## src/sv/lhmu_pkg.sv

```systemverilog
// Shared types and constants for the lattice hint make/use block.
package lhmu_pkg;

  localparam int unsigned WORD_W    = 32;
  localparam int unsigned CFG_IDX_W = 3;

  localparam logic [CFG_IDX_W-1:0] CFG_MODULUS_Q  = 3'd0;
  localparam logic [CFG_IDX_W-1:0] CFG_HALF_GAMMA = 3'd1;
  localparam logic [CFG_IDX_W-1:0] CFG_RECIP_MULT = 3'd2;
  localparam logic [CFG_IDX_W-1:0] CFG_RECIP_SHFT = 3'd3;
  localparam logic [CFG_IDX_W-1:0] CFG_ALPHA      = 3'd4;

  localparam logic REQ_MAKE = 1'b0;
  localparam logic REQ_USE  = 1'b1;

  localparam logic [18:0] MODULUS_Q_RST = 19'd520193;
  localparam logic [15:0] ALPHA_RST     = 16'd2;

  typedef logic [WORD_W-1:0] word_t;

  typedef struct packed {
    logic  req_type;
    word_t w_coef;
    word_t z2_coef;
    word_t b0c_coef;
    word_t chal_coef;
    logic  is_first_row;
    logic  b_flag;
    word_t w1_coef;
    word_t hint_in;
  } item_t;

  typedef struct packed {
    logic  req_type;
    word_t w1_coef;
    word_t hint_in;
  } side_t;

endpackage

```

## src/sv/lattice_hint_make_and_use_top.sv

```systemverilog
// Top level of the lattice hint make/use block: config registers and pipeline control.
// Six-stage pipeline, one item per cycle sustained while out_ready is high. An item
// accepted on in_valid/in_ready shows on out_valid after these stages: input register,
// mix sum, q lift and offset, 32x32 reciprocal multiply, shift and class wrap, result
// register. Stages move independently, so bubbles close up and in_ready stays high while
// any stage has room, also while a finished result waits on out_ready. Configuration
// registers are read by the stages directly and may be written only when the pipeline
// is empty; a write to an index above 4 is ignored.
module lattice_hint_make_and_use_top (
  input  logic                            clk,
  input  logic                            rst_n,
  input  logic                            cfg_we,
  input  logic [lhmu_pkg::CFG_IDX_W-1:0]  cfg_index,
  input  logic [31:0]                     cfg_wdata,
  input  logic                            in_valid,
  output logic                            in_ready,
  input  logic                            in_req_type,
  input  logic signed [31:0]              in_w_coef,
  input  logic signed [31:0]              in_z2_coef,
  input  logic signed [31:0]              in_b0c_coef,
  input  logic signed [31:0]              in_chal_coef,
  input  logic                            in_is_first_row,
  input  logic                            in_b_flag,
  input  logic signed [31:0]              in_w1_coef,
  input  logic signed [31:0]              in_hint_in,
  output logic                            out_valid,
  input  logic                            out_ready,
  output logic signed [31:0]              out_result_value
);
  import lhmu_pkg::*;

  localparam int unsigned NSTG   = 6;
  localparam int unsigned ST_IN  = 0;
  localparam int unsigned ST_MIX = 1;
  localparam int unsigned ST_OFS = 2;
  localparam int unsigned ST_MUL = 3;
  localparam int unsigned ST_HB  = 4;
  localparam int unsigned ST_OUT = 5;

  logic [18:0] modulus_q_r;
  logic [17:0] half_gamma_r;
  logic [31:0] recip_mult_r;
  logic [5:0]  recip_shift_r;
  logic [15:0] alpha_r;

  logic [NSTG-1:0] vld_r, vld_nxt;
  logic [NSTG-1:0] rdy;
  logic [NSTG-1:0] load;

  item_t item_in;
  item_t item_r;
  word_t r_nxt, r_r;
  word_t s_nxt, s_r;
  word_t hb;
  word_t res_nxt, res_r;
  side_t side_in;
  side_t side_mix_r, side_ofs_r, side_mul_r, side_hb_r;

  // config registers
  always_ff @(posedge clk) begin
    if (!rst_n) begin
      modulus_q_r   <= MODULUS_Q_RST;
      half_gamma_r  <= '0;
      recip_mult_r  <= '0;
      recip_shift_r <= '0;
      alpha_r       <= ALPHA_RST;
    end else if (cfg_we) begin
      case (cfg_index)
        CFG_MODULUS_Q:  modulus_q_r   <= cfg_wdata[18:0];
        CFG_HALF_GAMMA: half_gamma_r  <= cfg_wdata[17:0];
        CFG_RECIP_MULT: recip_mult_r  <= cfg_wdata;
        CFG_RECIP_SHFT: recip_shift_r <= cfg_wdata[5:0];
        CFG_ALPHA:      alpha_r       <= cfg_wdata[15:0];
        default: ;
      endcase
    end
  end

  // pipeline flow control
  always_comb begin
    rdy[NSTG-1] = !vld_r[NSTG-1] || out_ready;
    for (int i = NSTG - 2; i >= 0; i--) begin
      rdy[i] = !vld_r[i] || rdy[i+1];
    end
    load[0] = in_valid && rdy[0];
    for (int i = 1; i < NSTG; i++) begin
      load[i] = vld_r[i-1] && rdy[i];
    end
    for (int i = 0; i < NSTG; i++) begin
      vld_nxt[i] = rdy[i] ? load[i] : vld_r[i];
    end
  end

  always_ff @(posedge clk) begin
    if (!rst_n) begin
      vld_r <= '0;
    end else begin
      vld_r <= vld_nxt;
    end
  end

  assign item_in = '{
    req_type:     in_req_type,
    w_coef:       in_w_coef,
    z2_coef:      in_z2_coef,
    b0c_coef:     in_b0c_coef,
    chal_coef:    in_chal_coef,
    is_first_row: in_is_first_row,
    b_flag:       in_b_flag,
    w1_coef:      in_w1_coef,
    hint_in:      in_hint_in
  };

  assign side_in = '{
    req_type: item_r.req_type,
    w1_coef:  item_r.w1_coef,
    hint_in:  item_r.hint_in
  };

  lhmu_mix u_mix (
    .item (item_r),
    .r    (r_nxt)
  );

  lhmu_offset u_offset (
    .r          (r_r),
    .modulus_q  (modulus_q_r),
    .half_gamma (half_gamma_r),
    .s          (s_nxt)
  );

  lhmu_hbits u_hbits (
    .clk         (clk),
    .mul_en      (load[ST_MUL]),
    .hb_en       (load[ST_HB]),
    .s           (s_r),
    .recip_mult  (recip_mult_r),
    .recip_shift (recip_shift_r),
    .alpha       (alpha_r),
    .hb          (hb)
  );

  lhmu_final u_final (
    .hb    (hb),
    .side  (side_hb_r),
    .alpha (alpha_r),
    .res   (res_nxt)
  );

  // payload registers
  always_ff @(posedge clk) begin
    if (load[ST_IN]) begin
      item_r <= item_in;
    end
    if (load[ST_MIX]) begin
      r_r        <= r_nxt;
      side_mix_r <= side_in;
    end
    if (load[ST_OFS]) begin
      s_r        <= s_nxt;
      side_ofs_r <= side_mix_r;
    end
    if (load[ST_MUL]) begin
      side_mul_r <= side_ofs_r;
    end
    if (load[ST_HB]) begin
      side_hb_r <= side_mul_r;
    end
    if (load[ST_OUT]) begin
      res_r <= res_nxt;
    end
  end

  assign in_ready         = rdy[ST_IN];
  assign out_valid        = vld_r[ST_OUT];
  assign out_result_value = res_r;

  // in_ready drops only when every stage is full and the result is stalled
  a_full_stall: assert property (@(posedge clk) disable iff (!rst_n)
    !in_ready |-> (out_valid && !out_ready && (vld_r == '1)))
    else $error("in_ready low without a full stalled pipeline");

  // items in flight change only by accepted inputs and delivered results
  a_occupancy: assert property (@(posedge clk) disable iff (!rst_n)
    $past(rst_n) |->
      ($countones(vld_r) + $past(out_valid && out_ready)
       == $past($countones(vld_r)) + $past(in_valid && in_ready)))
    else $error("pipeline occupancy mismatch");

  // an item entering an empty pipeline passes every stage and reaches the output
  a_latency: assert property (@(posedge clk) disable iff (!rst_n)
    (in_valid && in_ready && (vld_r == '0)) |-> ##6 out_valid)
    else $error("item did not reach the output in time");

endmodule

```

## src/sv/lhmu_mix.sv

```systemverilog
// Forms the value whose high bits are taken: w - z2 + b0c (+ chal) or w.
module lhmu_mix (
  input  lhmu_pkg::item_t item,
  output lhmu_pkg::word_t r
);
  import lhmu_pkg::*;

  logic  chal_en;
  word_t chal_term;
  word_t make_val;

  assign chal_en   = item.is_first_row && !item.b_flag;
  assign chal_term = chal_en ? item.chal_coef : '0;
  assign make_val  = (item.w_coef - item.z2_coef) + item.b0c_coef + chal_term;
  assign r         = (item.req_type == REQ_MAKE) ? make_val : item.w_coef;

endmodule

```

## src/sv/lhmu_offset.sv

```systemverilog
// Lifts a negative value by q and adds the rounding offset.
module lhmu_offset (
  input  lhmu_pkg::word_t r,
  input  logic [18:0]     modulus_q,
  input  logic [17:0]     half_gamma,
  output lhmu_pkg::word_t s
);
  import lhmu_pkg::*;

  word_t v;

  assign v = r + (r[WORD_W-1] ? {13'd0, modulus_q} : '0);
  assign s = v + {14'd0, half_gamma};

endmodule

```

## src/sv/lhmu_hbits.sv

```systemverilog
// Reciprocal multiply, shift and class wrap: two pipeline stages.
module lhmu_hbits (
  input  logic            clk,
  input  logic            mul_en,
  input  logic            hb_en,
  input  lhmu_pkg::word_t s,
  input  logic [31:0]     recip_mult,
  input  logic [5:0]      recip_shift,
  input  logic [15:0]     alpha,
  output lhmu_pkg::word_t hb
);
  import lhmu_pkg::*;

  logic [2*WORD_W-1:0] prod_r, prod_nxt;
  logic [2*WORD_W-1:0] shifted;
  word_t               hb_raw;
  word_t               alpha_w;
  word_t               diff;
  word_t               hb_r, hb_nxt;

  assign prod_nxt = (2*WORD_W)'(s) * (2*WORD_W)'(recip_mult);

  assign alpha_w = {16'd0, alpha};
  assign shifted = prod_r >> recip_shift;
  assign hb_raw  = shifted[WORD_W-1:0];
  assign diff    = alpha_w - (hb_raw + 32'd1);
  assign hb_nxt  = diff[WORD_W-1] ? (hb_raw - alpha_w) : hb_raw;

  always_ff @(posedge clk) begin
    if (mul_en) begin
      prod_r <= prod_nxt;
    end
    if (hb_en) begin
      hb_r <= hb_nxt;
    end
  end

  assign hb = hb_r;

endmodule

```

## src/sv/lhmu_final.sv

```systemverilog
// Centered hint (make) or recovered high bits (use) from hb.
module lhmu_final (
  input  lhmu_pkg::word_t hb,
  input  lhmu_pkg::side_t side,
  input  logic [15:0]     alpha,
  output lhmu_pkg::word_t res
);
  import lhmu_pkg::*;

  word_t alpha_w;
  word_t half_w;
  word_t h0, h1, over, h2;
  word_t v0, v1, v2, v3;

  assign alpha_w = {16'd0, alpha};
  assign half_w  = {17'd0, alpha[15:1]};

  assign h0   = side.w1_coef - hb;
  assign h1   = h0[WORD_W-1] ? (h0 + alpha_w) : h0;
  assign over = half_w - h1;
  assign h2   = over[WORD_W-1] ? (h1 - alpha_w) : h1;

  assign v0 = hb + side.hint_in;
  assign v1 = v0[WORD_W-1] ? (v0 + alpha_w) : v0;
  assign v2 = v1 - alpha_w;
  assign v3 = v2[WORD_W-1] ? (v2 + alpha_w) : v2;

  assign res = (side.req_type == REQ_MAKE) ? h2 : v3;

endmodule
```

## config.mk

```make
export PLATFORM = sky130hd
export DESIGN_NAME = lattice_hint_make_and_use_top
export DESIGN_NICKNAME = d
export VERILOG_FILES = /design/src/sv/lhmu_pkg.sv /design/src/sv/lattice_hint_make_and_use_top.sv /design/src/sv/lhmu_mix.sv /design/src/sv/lhmu_offset.sv /design/src/sv/lhmu_hbits.sv /design/src/sv/lhmu_final.sv
export SDC_FILE = /design/constraint.sdc
export NUM_CORES = 2
export LEC_CHECK = 0
export BUFFER_PORTS_ARGS = -buffer_cell sky130_fd_sc_hd__buf_2
export CORE_MARGIN = 2
export CORE_UTILIZATION = 40
export DETAILED_ROUTE_END_ITERATION = 8
export GPL_TIMING_DRIVEN = 0
export PLACE_DENSITY = 0.62
export RECOVER_POWER = 100
export SYNTH_ARGS = -nofsm -noshare
export SYNTH_HDL_FRONTEND = slang
export SYNTH_SLANG_ARGS = --single-unit
```

## constraint.sdc

```tcl
create_clock -name clk -period 16.4 [get_ports clk]
set_clock_uncertainty 0.15 [all_clocks]
set_input_delay 0.82 -clock clk [delete_from_list [all_inputs] [get_ports clk]]
set_output_delay 0.82 -clock clk [all_outputs]
set_load 0.03 [all_outputs]
```

==> results.py <==
metrics = {
    "outcome": {
        "status": "finished with violations",
        "violations": "capacitance limit, slew limit",
    },
    "global_routing": {
        "grt_pass1_wl_mm": 377,
        "grt_pass1_vias": 58410,
        "grt-ovfl-total": 0,
        "grt_use_total": 0.264,
        "grt_max_degree": 35,
        "antenna_found_initial": 22,
    },
    "drt": {
        "finalWirelength_mm": 257,
        "drc_errors": 0,
        "routed_via_density": 5.34,
        "dr.first_iter.drc_count": 4438,
        "drtPass1Iterations": 6,
        "ant_nets": 0,
        "routedWlPerCell_um": 24.2,
        "vias": 56723,
    },
    "pwr": {
        "p_int_uw": 3830,
        "p_leak_uw": 0.0365,
        "power.share.clock": 0.336,
        "power.density_nw_per_um2": 68.0,
        "switching_share": 0.327,
        "p_switching_uw": 1860,
        "vdd_drop_max_v": 0.0000850,
        "pwr-share-seq": 0.391,
        "finalPower_uw": 5690,
        "combPwrFrac": 0.272,
    },
    "layout": {
        "final_common_cell": "inv_1",
        "syn_to_final_growth_pct": 9.58,
        "final_cell_mix": "1245 x inv_1, 1150 x nand2_1, 985 x fa_1, 647 x edfxtp_1, 505 x ha_1",
        "post-route-util": 0.441,
        "nets": 9755,
        "drive_gt1_frac": 0.0583,
        "final_area_um2": 83700,
    },
    "logic_synthesis": {
        "synthCells": 7652,
        "seq_area_frac_synth": 0.280,
        "synth-edff-count": 647,
        "ys_types": 94,
        "async_flop_share": 0,
        "syn_area_um2": 76400,
        "synth-seq-cells": 744,
        "yosys_warnings": 0,
        "synth_ff_type": "edfxtp_1",
        "synth_nets": 9377,
        "syn_area_per_cell_um2": 9.99,
    },
    "place": {
        "globalplace.congestion": 1.01,
        "portBuffers": 267,
        "place_hpwl_mm": 215,
        "placed_area_um2": 81500,
    },
    "critical_path": {
        "cp_max_fo": 10,
        "crit_arrival_ns": 11.15,
        "slowest_stage": "clkbuf_1",
        "worst_setup_path_start_kind": "flip-flop",
        "max_stage_delay_ns": 0.87,
        "end_kind": "flip-flop",
        "required_ns": 16.71,
        "worstSetupPathType": "flip-flop to flip-flop",
        "crit_top_cell": "fa_1",
    },
    "die": {
        "dieWidth_um": 441,
        "pin_count": 269,
        "start_util": 0.402,
        "std_cell_rows": 160,
        "die-area_um2": 195000,
        "die_h_um": 441,
        "coreArea_um2": 190000,
    },
    "timing": {
        "slew_viol_final": 390,
        "fmax_mhz": 92.3,
        "fin_crit_sh": 0.661,
        "fin_crit_ns": 10.84,
        "hold_viol": 0,
        "setup_violations": 0,
        "rsz0062_at_grt": "false",
        "tns_ns": 0,
        "slew_headroom": -0.999,
        "worstMarginPinSlew_ns": 2.97,
    },
    "min_path": {
        "min_path_type": "input pin to flip-flop",
    },
    "cts": {
        "root_buffer": "clkbuf_16",
        "clk_path_buf_depth": 3,
        "cts_hold_buf": 0,
        "cts_inserted_buffers": 84,
        "cts.htree.levels": 3,
        "cts_resized": 0,
        "post-cts-setup-buffers": 0,
        "cts_num_sinks": 744,
        "worst_skew_pair.late_latency_ns": 0.72,
        "cts_tree": "done",
        "path_clk_slew_ns": 0.06,
    },
    "run": {
        "cap_viol_max_count": 14,
    },
}
-- final cells by class --
type / count / area [um^2]
plain buffers: 326 / 1250
clock inverters: 52 / 587
flip-flops and latches: 744 / 21400
diodes: 19 / 47.5
repair buffers: 292 / 1340
multi-input cells: 5334 / 49100
inverters: 1248 / 4680
fillers: 18280 / 106000
well taps: 2511 / 3140
clock buffers: 102 / 2220
-- registers in the layout, summed over array words and instances (netlist names), 32 cells and up --
register / cells
out_result_value: 32
side_mul_r: 65
u_hbits.hb: 32
u_hbits.prod_r: 64
side_mix_r: 65
item_r: 195
r_r: 32
side_hb_r: 65
s_r: 32
side_ofs_r: 65
recip_mult_r: 32
-- power groups by stage --
| stage | sequential, uW | combinational (uW) | clock (uW) |
|---|---|---|---|
| detailed placement | 2270 | 1540 | 0 |
| floorplan | 2250 | 1040 | 0 |
| global route | 2230 | 1710 | 2030 |
| CTS | 2230 | 1550 | 1960 |
| global placement | 2290 | 1500 | 0 |
| finish | 2230 | 1550 | 1910 |
-- final timing paths --
check / from / cells past startpoint / slack (ns) / to
worst max-delay path: recip_mult_r[7] / 30 / 5.56 / u_hbits.prod_r[62]
worst max register to register: recip_mult_r[7] / 30 / 5.56 / u_hbits.prod_r[62]
worst min register to register: side_mul_r[10] / 0 / 0.24 / side_hb_r[10]
worst min-delay path: in_w1_coef[26] / 1 / 0.13 / item_r[58]
-- worst max-delay path, delay by kind of cell (launching register included) --
| kind | cells | cell delay, ns |
|---|---|---|
| AOI/OAI and AO/OA | 14 | 3.36 |
| buffers and inverters | 5 | 1.88 |
| and+or+nand+nor | 1 | 0.15 |
| DFF | 1 | 0.32 |
| xor gates and xnor gates | 1 | 0.17 |
| adders and majority gates | 9 | 4.55 |
-- kinds of logic (layout without fill, tap and decap cells) --
| group | Yosys count | after routing | share of synthesized area |
|---|---|---|---|
| mux | 211 | 211 | 0.0358 |
| xor+xnor | 316 | 316 | 0.0362 |
| buf+inv | 1574 | 2020 | 0.0777 |
| fa+ha+maj | 1490 | 1490 | 0.341 |
| flops | 744 | 744 | 0.280 |
| simple gates | 2279 | 2279 | 0.141 |
| other cells | 0 | 19 | 0 |
| compound gates | 1038 | 1038 | 0.0886 |
-- through the flow --
| stage | std cells | hold slack, ns | setup WS (ns) |
|---|---|---|---|
| 2_1_floorplan | 7652 | 0.250 | 4.31 |
| 3_3_place_gp | 10430 | 0.251 | -0.694 |
| 3_5_place_dp | 10455 | 0.255 | 5.65 |
| 4_1_cts | 10609 | 0.0512 | 5.68 |
| 5_1_grt | 10616 | 0.0912 | 5.19 |
| 6_report | 10628 | 0.127 | 5.56 |
-- Yosys cell counts, types with 41 or more instances --
cell type  number  area share
o21ai_0       214       0.014
and2_1        429       0.035
a21o_1        133       0.013
a21oi_1       254       0.017
clkbuf_1      300       0.015
mux2i_1       119       0.016
mux4_2         45       0.013
o21a_1         55      0.0054
and3_1         41      0.0034
nor2_1        231       0.011
dfxtp_1        97       0.025
edfxtp_1      647        0.25
nand3_1        84      0.0055
a21boi_0       99      0.0097
nor2b_1        54      0.0044
nor3_1         63      0.0041
nand2_1      1150       0.056
ha_1          505       0.083
inv_1        1245       0.061
nand2b_1       48      0.0039
xor2_1        120       0.014
fa_1          985        0.26
mux2_2         46      0.0068
xnor2_1       196       0.022
-- metal layers --
metal	global-route usage	vias up	wire length, um
met5	0	-	0
met4	0.155	0	17800
met2	0.447	2007	123000
met3	0.0346	548	14900
li1	-	25630	-
met1	0.324	28538	101000
Note: power is estimated with default switching activity, not from simulation.
